===== config.mk =====
export PLATFORM = sky130hd
export DESIGN_NAME = rpn_token_stack_calculator_top
export DESIGN_NICKNAME = d
export VERILOG_FILES = /design/src/hdl/rstc_pkg.sv /design/src/hdl/rstc_front.sv /design/src/hdl/rstc_fifo.sv /design/src/hdl/rstc_exec.sv /design/src/hdl/rpn_token_stack_calculator_top.sv
export SDC_FILE = /design/constraint.sdc
export NUM_CORES = 2
export LEC_CHECK = 0
export BUFFER_PORTS_ARGS = -buffer_cell sky130_fd_sc_hd__buf_2
export CAP_MARGIN = 20
export CORE_ASPECT_RATIO = 0.8
export CORE_MARGIN = 3
export CORE_UTILIZATION = 28
export CTS_CLUSTER_DIAMETER = 150
export CTS_CLUSTER_SIZE = 8
export DETAILED_ROUTE_END_ITERATION = 12
export SLEW_MARGIN = 20
export SYNTH_ARGS = -nofsm -noshare
export SYNTH_HDL_FRONTEND = slang
export SYNTH_SLANG_ARGS = --single-unit

===== constraint.sdc =====
create_clock -name clk -period 6 [get_ports clk]
set_input_delay 0.3 -clock clk [delete_from_list [all_inputs] [get_ports clk]]
set_output_delay 0.3 -clock clk [all_outputs]
set_load 0.005 [all_outputs]

===== src/hdl/rstc_pkg.sv =====
// Package for the RPN token stack calculator: sizes, character codes,
// command and result types shared by the front end, queue and executor.
// No dependencies.
`default_nettype none

package rstc_pkg;

  localparam int STACK_DEPTH = 32;
  localparam int DEPTH_W     = $clog2(STACK_DEPTH + 1);
  localparam int ADDR_W      = (STACK_DEPTH > 1) ? $clog2(STACK_DEPTH) : 1;
  localparam int FIFO_DEPTH  = 4;
  localparam int FPTR_W      = $clog2(FIFO_DEPTH);
  localparam int FCNT_W      = $clog2(FIFO_DEPTH + 1);

  localparam logic [7:0] SEP_MAX = 8'd32;
  localparam logic [7:0] CH_ZERO = 8'h30;
  localparam logic [7:0] CH_NINE = 8'h39;
  localparam logic [7:0] CH_PLUS = 8'h2b;
  localparam logic [7:0] CH_MINUS = 8'h2d;
  localparam logic [7:0] CH_DOT  = 8'h2e;
  localparam logic [7:0] CH_S    = 8'h73;

  typedef enum logic [2:0] {
    KIND_VALUE     = 3'd0,
    KIND_DEPTH     = 3'd1,
    KIND_ELEMENT   = 3'd2,
    KIND_UNDERFLOW = 3'd3,
    KIND_OVERFLOW  = 3'd4
  } kind_t;

  typedef enum logic [2:0] {
    OP_PUSH,
    OP_ADD,
    OP_SUB,
    OP_DOT,
    OP_DOTS
  } op_t;

  typedef struct packed {
    logic [7:0] char_byte;
    logic       end_of_input;
  } in_item_t;

  typedef struct packed {
    kind_t              kind;
    logic signed [31:0] value;
    logic               last;
  } out_item_t;

  typedef struct packed {
    op_t         op;
    logic [31:0] num;
  } cmd_t;

  typedef enum logic [2:0] {
    ST_IDLE,
    ST_RDB,
    ST_RDA,
    ST_POP,
    ST_DDEPTH,
    ST_DELEM,
    ST_ERR,
    ST_HALT
  } exec_state_t;

endpackage

`default_nettype wire


===== src/hdl/rstc_front.sv =====
// Front end: splits the byte stream into tokens and classifies each token
// into a stack command. Depends on rstc_pkg.
`default_nettype none

module rstc_front (
  input  wire logic              clk,
  input  wire logic              rst_n,
  input  wire rstc_pkg::in_item_t in_item,
  input  wire logic              accept,
  output logic                   cmd_valid,
  output rstc_pkg::cmd_t         cmd
);

  logic [1:0]  len_r, len_nxt;
  logic [7:0]  first_r, first_nxt;
  logic [7:0]  second_r, second_nxt;
  logic [31:0] acc_r, acc_nxt;
  logic        alld_r, alld_nxt;
  logic        is_char;
  logic        is_digit;
  logic        tok_end;
  logic [3:0]  digit;

  always_comb begin
    is_char    = in_item.char_byte > rstc_pkg::SEP_MAX;
    is_digit   = (in_item.char_byte >= rstc_pkg::CH_ZERO) &&
                 (in_item.char_byte <= rstc_pkg::CH_NINE);
    digit      = 4'(in_item.char_byte - rstc_pkg::CH_ZERO);
    tok_end    = !is_char || in_item.end_of_input;
    len_nxt    = len_r;
    first_nxt  = first_r;
    second_nxt = second_r;
    acc_nxt    = acc_r;
    alld_nxt   = alld_r;
    if (is_char) begin
      if (len_r == 2'd0) first_nxt = in_item.char_byte;
      if (len_r == 2'd1) second_nxt = in_item.char_byte;
      if (len_r != 2'd3) len_nxt = len_r + 2'd1;
      if (is_digit) begin
        acc_nxt = {acc_r[28:0], 3'b000} + {acc_r[30:0], 1'b0} + {28'd0, digit};
      end else begin
        alld_nxt = 1'b0;
      end
    end

    cmd.num   = acc_nxt;
    cmd.op    = rstc_pkg::OP_PUSH;
    cmd_valid = 1'b0;
    if (accept && tok_end && len_nxt != 2'd0) begin
      if (len_nxt == 2'd1 && first_nxt == rstc_pkg::CH_PLUS) begin
        cmd.op    = rstc_pkg::OP_ADD;
        cmd_valid = 1'b1;
      end else if (len_nxt == 2'd1 && first_nxt == rstc_pkg::CH_MINUS) begin
        cmd.op    = rstc_pkg::OP_SUB;
        cmd_valid = 1'b1;
      end else if (len_nxt == 2'd1 && first_nxt == rstc_pkg::CH_DOT) begin
        cmd.op    = rstc_pkg::OP_DOT;
        cmd_valid = 1'b1;
      end else if (len_nxt == 2'd2 && first_nxt == rstc_pkg::CH_DOT &&
                   second_nxt == rstc_pkg::CH_S) begin
        cmd.op    = rstc_pkg::OP_DOTS;
        cmd_valid = 1'b1;
      end else if (alld_nxt) begin
        cmd.op    = rstc_pkg::OP_PUSH;
        cmd_valid = 1'b1;
      end
    end
  end

  always_ff @(posedge clk) begin
    if (!rst_n) begin
      len_r    <= 2'd0;
      first_r  <= 8'd0;
      second_r <= 8'd0;
      acc_r    <= 32'd0;
      alld_r   <= 1'b1;
    end else if (accept) begin
      if (tok_end) begin
        len_r    <= 2'd0;
        first_r  <= 8'd0;
        second_r <= 8'd0;
        acc_r    <= 32'd0;
        alld_r   <= 1'b1;
      end else begin
        len_r    <= len_nxt;
        first_r  <= first_nxt;
        second_r <= second_nxt;
        acc_r    <= acc_nxt;
        alld_r   <= alld_nxt;
      end
    end
  end

endmodule

`default_nettype wire


===== src/hdl/rstc_fifo.sv =====
// Command queue between front end and executor.
// Depends on rstc_pkg.
`default_nettype none

module rstc_fifo (
  input  wire logic           clk,
  input  wire logic           rst_n,
  input  wire logic           wr_en,
  input  wire rstc_pkg::cmd_t wr_data,
  output logic                full,
  input  wire logic           rd_en,
  output rstc_pkg::cmd_t      rd_data,
  output logic                empty
);

  rstc_pkg::cmd_t                  mem_r [rstc_pkg::FIFO_DEPTH];
  logic [rstc_pkg::FPTR_W-1:0]     wptr_r, rptr_r;
  logic [rstc_pkg::FCNT_W-1:0]     cnt_r;
  logic                            do_wr, do_rd;

  assign full    = cnt_r == rstc_pkg::FCNT_W'(rstc_pkg::FIFO_DEPTH);
  assign empty   = cnt_r == '0;
  assign do_wr   = wr_en && !full;
  assign do_rd   = rd_en && !empty;
  assign rd_data = mem_r[rptr_r];

  always_ff @(posedge clk) begin
    if (do_wr) mem_r[wptr_r] <= wr_data;
  end

  always_ff @(posedge clk) begin
    if (!rst_n) begin
      wptr_r <= '0;
      rptr_r <= '0;
      cnt_r  <= '0;
    end else begin
      if (do_wr) wptr_r <= wptr_r + 1'b1;
      if (do_rd) rptr_r <= rptr_r + 1'b1;
      if (do_wr && !do_rd) cnt_r <= cnt_r + 1'b1;
      else if (do_rd && !do_wr) cnt_r <= cnt_r - 1'b1;
    end
  end

endmodule

`default_nettype wire


===== src/hdl/rstc_exec.sv =====
// Executor: runs stack commands against the stack memory and drives the
// registered result channel. Depends on rstc_pkg.
`default_nettype none

module rstc_exec (
  input  wire logic           clk,
  input  wire logic           rst_n,
  input  wire logic           cmd_empty,
  input  wire rstc_pkg::cmd_t cmd,
  output logic                cmd_pop,
  output logic                out_valid,
  output rstc_pkg::out_item_t out_item,
  input  wire logic           out_stall
);

  localparam int DW = rstc_pkg::DEPTH_W;
  localparam int AW = rstc_pkg::ADDR_W;

  logic [31:0]             mem [rstc_pkg::STACK_DEPTH];
  logic [31:0]             rd_data_r;
  logic [AW-1:0]           rd_addr;
  logic                    we;
  logic [AW-1:0]           wa;
  logic [31:0]             wd;

  rstc_pkg::exec_state_t   state_r, state_nxt;
  logic [DW-1:0]           depth_r, depth_nxt;
  logic [AW-1:0]           idx_r, idx_nxt;
  logic [31:0]             b_r, b_nxt;
  rstc_pkg::op_t           op_r, op_nxt;
  rstc_pkg::kind_t         err_r, err_nxt;
  logic                    out_valid_r, out_valid_nxt;
  rstc_pkg::out_item_t     out_item_r, out_item_nxt;
  logic                    can_load;
  logic [DW-1:0]           dm1, dm2;

  assign out_valid = out_valid_r;
  assign out_item  = out_item_r;
  assign can_load  = !out_valid_r || !out_stall;
  assign dm1       = depth_r - DW'(1);
  assign dm2       = depth_r - DW'(2);

  always_ff @(posedge clk) begin
    if (we) mem[wa] <= wd;
    rd_data_r <= mem[rd_addr];
  end

  always_comb begin
    state_nxt     = state_r;
    depth_nxt     = depth_r;
    idx_nxt       = idx_r;
    b_nxt         = b_r;
    op_nxt        = op_r;
    err_nxt       = err_r;
    out_valid_nxt = out_valid_r && out_stall;
    out_item_nxt  = out_item_r;
    cmd_pop       = 1'b0;
    rd_addr       = '0;
    we            = 1'b0;
    wa            = depth_r[AW-1:0];
    wd            = cmd.num;

    unique case (state_r)
      rstc_pkg::ST_IDLE: begin
        if (!cmd_empty) begin
          cmd_pop = 1'b1;
          op_nxt  = cmd.op;
          unique case (cmd.op)
            rstc_pkg::OP_PUSH: begin
              if (depth_r == DW'(rstc_pkg::STACK_DEPTH)) begin
                err_nxt   = rstc_pkg::KIND_OVERFLOW;
                state_nxt = rstc_pkg::ST_ERR;
              end else begin
                we        = 1'b1;
                depth_nxt = depth_r + DW'(1);
              end
            end
            rstc_pkg::OP_ADD, rstc_pkg::OP_SUB: begin
              if (depth_r < DW'(2)) begin
                err_nxt   = rstc_pkg::KIND_UNDERFLOW;
                state_nxt = rstc_pkg::ST_ERR;
              end else begin
                rd_addr   = dm1[AW-1:0];
                state_nxt = rstc_pkg::ST_RDB;
              end
            end
            rstc_pkg::OP_DOT: begin
              if (depth_r == '0) begin
                err_nxt   = rstc_pkg::KIND_UNDERFLOW;
                state_nxt = rstc_pkg::ST_ERR;
              end else begin
                rd_addr   = dm1[AW-1:0];
                state_nxt = rstc_pkg::ST_POP;
              end
            end
            rstc_pkg::OP_DOTS: begin
              state_nxt = rstc_pkg::ST_DDEPTH;
            end
            default: state_nxt = rstc_pkg::ST_IDLE;
          endcase
        end
      end
      rstc_pkg::ST_RDB: begin
        b_nxt     = rd_data_r;
        rd_addr   = dm2[AW-1:0];
        state_nxt = rstc_pkg::ST_RDA;
      end
      rstc_pkg::ST_RDA: begin
        we        = 1'b1;
        wa        = dm2[AW-1:0];
        wd        = (op_r == rstc_pkg::OP_ADD) ? rd_data_r + b_r : rd_data_r - b_r;
        depth_nxt = dm1;
        state_nxt = rstc_pkg::ST_IDLE;
      end
      rstc_pkg::ST_POP: begin
        rd_addr = dm1[AW-1:0];
        if (can_load) begin
          out_valid_nxt      = 1'b1;
          out_item_nxt.kind  = rstc_pkg::KIND_VALUE;
          out_item_nxt.value = rd_data_r;
          out_item_nxt.last  = 1'b1;
          depth_nxt          = dm1;
          state_nxt          = rstc_pkg::ST_IDLE;
        end
      end
      rstc_pkg::ST_DDEPTH: begin
        rd_addr = '0;
        if (can_load) begin
          out_valid_nxt      = 1'b1;
          out_item_nxt.kind  = rstc_pkg::KIND_DEPTH;
          out_item_nxt.value = 32'(depth_r);
          out_item_nxt.last  = depth_r == '0;
          idx_nxt            = '0;
          state_nxt          = (depth_r == '0) ? rstc_pkg::ST_IDLE : rstc_pkg::ST_DELEM;
        end
      end
      rstc_pkg::ST_DELEM: begin
        rd_addr = idx_r;
        if (can_load) begin
          rd_addr            = idx_r + 1'b1;
          out_valid_nxt      = 1'b1;
          out_item_nxt.kind  = rstc_pkg::KIND_ELEMENT;
          out_item_nxt.value = rd_data_r;
          out_item_nxt.last  = DW'(idx_r) == dm1;
          idx_nxt            = idx_r + 1'b1;
          if (DW'(idx_r) == dm1) state_nxt = rstc_pkg::ST_IDLE;
        end
      end
      rstc_pkg::ST_ERR: begin
        if (can_load) begin
          out_valid_nxt      = 1'b1;
          out_item_nxt.kind  = err_r;
          out_item_nxt.value = '0;
          out_item_nxt.last  = 1'b1;
          state_nxt          = rstc_pkg::ST_HALT;
        end
      end
      rstc_pkg::ST_HALT: begin
        cmd_pop = !cmd_empty;
      end
      default: state_nxt = rstc_pkg::ST_IDLE;
    endcase
  end

  always_ff @(posedge clk) begin
    if (!rst_n) begin
      state_r     <= rstc_pkg::ST_IDLE;
      depth_r     <= '0;
      out_valid_r <= 1'b0;
    end else begin
      state_r     <= state_nxt;
      depth_r     <= depth_nxt;
      out_valid_r <= out_valid_nxt;
    end
  end

  always_ff @(posedge clk) begin
    idx_r      <= idx_nxt;
    b_r        <= b_nxt;
    op_r       <= op_nxt;
    err_r      <= err_nxt;
    out_item_r <= out_item_nxt;
  end

endmodule

`default_nettype wire


===== src/hdl/rpn_token_stack_calculator_top.sv =====
// Top level of the RPN token stack calculator: front end, command queue
// and executor. Depends on rstc_pkg, rstc_front, rstc_fifo, rstc_exec.
//
// Input channel (in_valid, in_stall, in_item): one text byte per item; bytes
// 0..32 separate tokens, end_of_input also ends a token. The front end takes
// one byte per cycle while the four-entry command queue has room.
// Output channel (out_valid, out_stall, out_item): results from a single
// output register; last marks the final result of the causing byte.
// Executor steps per command, limited by the single read port of the stack
// memory: push writes from idle; + and - read b (RDB), then a (RDA), and
// write the result; "." pops and outputs the top (POP); ".s" gives the depth
// (DDEPTH), then the elements (DELEM), one per cycle while not stalled.
// Reset (rst_n, synchronous) empties stack, token and queue and clears a
// halt. After an underflow or overflow result the executor drops all further
// commands until reset. A stall on the output holds the result register and
// backs up the executor, then the queue, then in_stall.
`default_nettype none

module rpn_token_stack_calculator_top (
  input  wire logic                clk,
  input  wire logic                rst_n,
  input  wire logic                in_valid,
  output logic                     in_stall,
  input  wire rstc_pkg::in_item_t  in_item,
  output logic                     out_valid,
  input  wire logic                out_stall,
  output rstc_pkg::out_item_t      out_item
);

  logic           cmd_valid;
  rstc_pkg::cmd_t cmd_in;
  rstc_pkg::cmd_t cmd_out;
  logic           q_full;
  logic           q_empty;
  logic           q_pop;
  logic           accept;

  assign in_stall = q_full;
  assign accept   = in_valid && !q_full;

  rstc_front u_front (
    .clk       (clk),
    .rst_n     (rst_n),
    .in_item   (in_item),
    .accept    (accept),
    .cmd_valid (cmd_valid),
    .cmd       (cmd_in)
  );

  rstc_fifo u_fifo (
    .clk     (clk),
    .rst_n   (rst_n),
    .wr_en   (cmd_valid),
    .wr_data (cmd_in),
    .full    (q_full),
    .rd_en   (q_pop),
    .rd_data (cmd_out),
    .empty   (q_empty)
  );

  rstc_exec u_exec (
    .clk       (clk),
    .rst_n     (rst_n),
    .cmd_empty (q_empty),
    .cmd       (cmd_out),
    .cmd_pop   (q_pop),
    .out_valid (out_valid),
    .out_item  (out_item),
    .out_stall (out_stall)
  );

endmodule

`default_nettype wire


==> results.cfg <==
[setup_path]
cpLargestDelayFamily = compound AO/OA/AOI/OAI gates
crit_required_ns = 6.48
crit_slowest_cell = o21ai_4
reg2reg_depth = 17
cp_slowest_stage_delay_ns = 0.59
worstPathArrival_ns = 6.13
crit_path_end_kind = register
critical_path_class = register to register
cp.depth = 17
cp_max_fo = 32
crit_chain = or3_1, or3b_2, or2_2, or3_1, o31ai_1, xnor2_1, ha_1, and3_1, a221o_1, a31oi_1, o21ai_0, o2111ai_1, nand2_1, a41oi_1, o21ai_0, xnor2_1, o21ai_4
r2r_setup_slack_ns = 0.35
critPathBufInv = 0
worstSetupStartpointType = register

[clock_tree]
clk_pin_slew_ns = 0.06
cts_resized = 0
cts_buffers = 185
root_buffer = clkbuf_16
cts_tree = yes
clock-sinks = 1344
htreeDepth = 4
insertion_delay_ns = 0.82
cts_setup_buffers = 0
clock_path_buffers = 3

[floorplan]
dieArea_um2 = 207000
die_w_um = 508
initial_core_util = 0.283
coreArea_um2 = 199000
row_count = 146
ios = 51
die_h_um = 407

[cells_and_area]
layout_commonest_cell = edfxtp_1
final_cell_mix = edfxtp_1, nand2_1, nand3_1
nNetsFinal = 4414
stdcell_count = 7106
drive_above_1_share = 0.123
syn_to_final_growth_pct = 17.8

[placement]
dp_hpwl_um = 94700
port_buffers = 50
dp_cells = 6761
place.gp.congestion = 0.879

[synthesis]
yosys.area_share.simple = 0.105
netlist_area_um2 = 56400
synth_ff_type = edfxtp_1
async_flop_share = 0
synth-seq-cells = 1344
synthMuxAreaShare = 0.0520
synth-adder-area-share = 0.0240
synth_compound_gate_area_share = 0.0837
synth.avg_cell_area_um2 = 13.6
synth_edf_count = 1242
yosysWarningCount = 0
syn-num-nets = 4256
netlist_instances = 4137
synth_top_family_by_area = simple AND/OR/NAND/NOR gates
synthXorXnorAreaFrac = 0.0171
synth_sequential_area_ratio = 0.697
synth.distinct_cells = 79

[run]
drv_cap = 0

[drt]
routedWlPerCell_um = 22.9
ant_nets = 0
dr.pass1.iters = 6
wl_um = 163000
dr_total_vias = 36200
drc = 0
drt-initial-drc-count = 4163
avgViaCountPerCell = 5.09

[grt]
antenna_found_initial = 5
use_met2 = 0.224
use_met3 = 0.0336
groute.layer.met1.usage = 0.226
grt_overflow = 0
grt_max_degree = 142
grt_use_total = 0.153
gr-max-usage-layer = met1
grt_pass1_vias = 34300
grt_pass1_wl_um = 236000

[pwr]
p_per_area_nw_per_um2 = 498
power.leakage_nw = 23.4
ir_drop_mv = 0.404

[timing]
tightest_slew_ns = 1.04
fin_setup_tns_ns = 0
fin_skew_ns = 0.0410
rsz0062_at_grt = false
holdWs_ns = 0.0790
min_period_over_period = 0.942
setup_viol = 0
slew-limit-headroom = 0.304
period_minus_slack_ns = 5.65
final-max-slew-violation-count = 0
timing_hold_violations_final = 0
max_freq_ghz = 0.177

[worst_hold_path]
hold-path-cell-count = 5
hold_class = input port to register

[status]
status = completed
routing by layer:
layer | wire length (um) | vias to the layer above
met2 | 70900 | 1694
met4 | 4030 | 2
li1 | - | 16000
met1 | 72900 | 18200
met3 | 15100 | 274
met5 | 13 | -
worst min-delay path, delay by kind of cell:
family / cells / cell delay, ns
AND/OR/NAND/NOR: 2 / 0.20
buffers and inverters: 2 / 0.28
AO/OA/AOI/OAI: 1 / 0.06
sequential cells by signal, summed over array words and instances (netlist names), 3 cells and up, named ones only:
register / cells
u_exec.mem: 1024
u_exec.op_r: 3
u_exec.depth_r: 6
u_exec.out_item: 36
u_fifo.mem_r: 140
u_exec.b_r: 32
u_fifo.cnt_r: 3
u_exec.state_r: 3
u_exec.rd_data_r: 32
u_exec.idx_r: 5
u_front.second_r: 8
u_front.first_r: 8
u_front.acc_r: 32
cell usage after synthesis, types with 35 or more instances:
library cell | number | area share
buf_2 | 82 | 0.0073
o22ai_1 | 97 | 0.011
mux4_2 | 35 | 0.014
mux2i_1 | 193 | 0.034
a31oi_1 | 76 | 0.0084
a21oi_1 | 163 | 0.014
ha_1 | 102 | 0.023
xor2_1 | 45 | 0.0070
edfxtp_1 | 1242 | 0.66
nand2_1 | 738 | 0.049
dfxtp_1 | 102 | 0.036
xnor2_1 | 65 | 0.010
o21ai_0 | 94 | 0.0083
nand3_1 | 278 | 0.025
nor2_1 | 124 | 0.0083
clkbuf_1 | 112 | 0.0075
a22oi_1 | 64 | 0.0085
and2_1 | 46 | 0.0051
o21ai_1 | 39 | 0.0035
kinds of logic (layout without fill, tap and decap cells):
kind of cell / count (synthesis) / after routing
muxes: 247 / 247
AOI/OAI and AO/OA: 731 / 731
other: 0 / 7
DFF: 1344 / 1344
xor gates and xnor gates: 110 / 110
and+or+nand+nor: 1339 / 1339
buffers and inverters: 260 / 558
adders and majority gates: 106 / 106
power by group:
group / total [mW] / internal (mW) / switching [mW] / leakage (nW)
clock network: 9.84 / 5.78 / 4.05 / 2.57
registers: 12.9 / 12.4 / 0.552 / 12.2
logic: 10.3 / 3.14 / 7.15 / 8.56
total: 33.1 / 21.3 / 11.8 / 23.4
final timing paths:
check / start / endpoint
setup / recovery: u_exec.b_r[4] / u_exec.mem[27][26]
hold / removal: in_valid / u_front.acc_r[2]
setup reg to reg: u_exec.b_r[4] / u_exec.mem[27][26]
hold reg to reg: u_front.alld_r / u_front.alld_r
area by class of cell:
class,instances,area (um^2)
Antenna cell,7,17.5
Clock buffer,312,5110
Clock inverter,15,353
Fill cell,19200,133000
Inverter,33,124
Multi-Input combinational cell,2533,16400
Sequential cell,1344,39300
Tap cell,2664,3330
Timing Repair Buffer,198,1730
per-stage QoR:
stage | worst slack [ns] | power [mW] | area [um^2] | util
2_1_floorplan | 0.00718 | 19.3 | 56400 | -
3_3_place_gp | 0.0935 | 23.1 | 60800 | 0.305
6_report | 0.347 | 33.1 | 66400 | 0.334
3_5_place_dp | 0.0998 | 23.2 | 60800 | 0.305
5_1_grt | 0.0522 | 34.5 | 66400 | 0.334
4_1_cts | 0.0949 | 33.1 | 66300 | 0.333
timing repair:
| item | CTS | global route |
|---|---|---|
| setup endpoints to repair | 0 | 0 |
| hold endpoints to repair | 27 | 0 |
| hold buffers | 10 | 0 |
(Power assumes the default switching activity.)
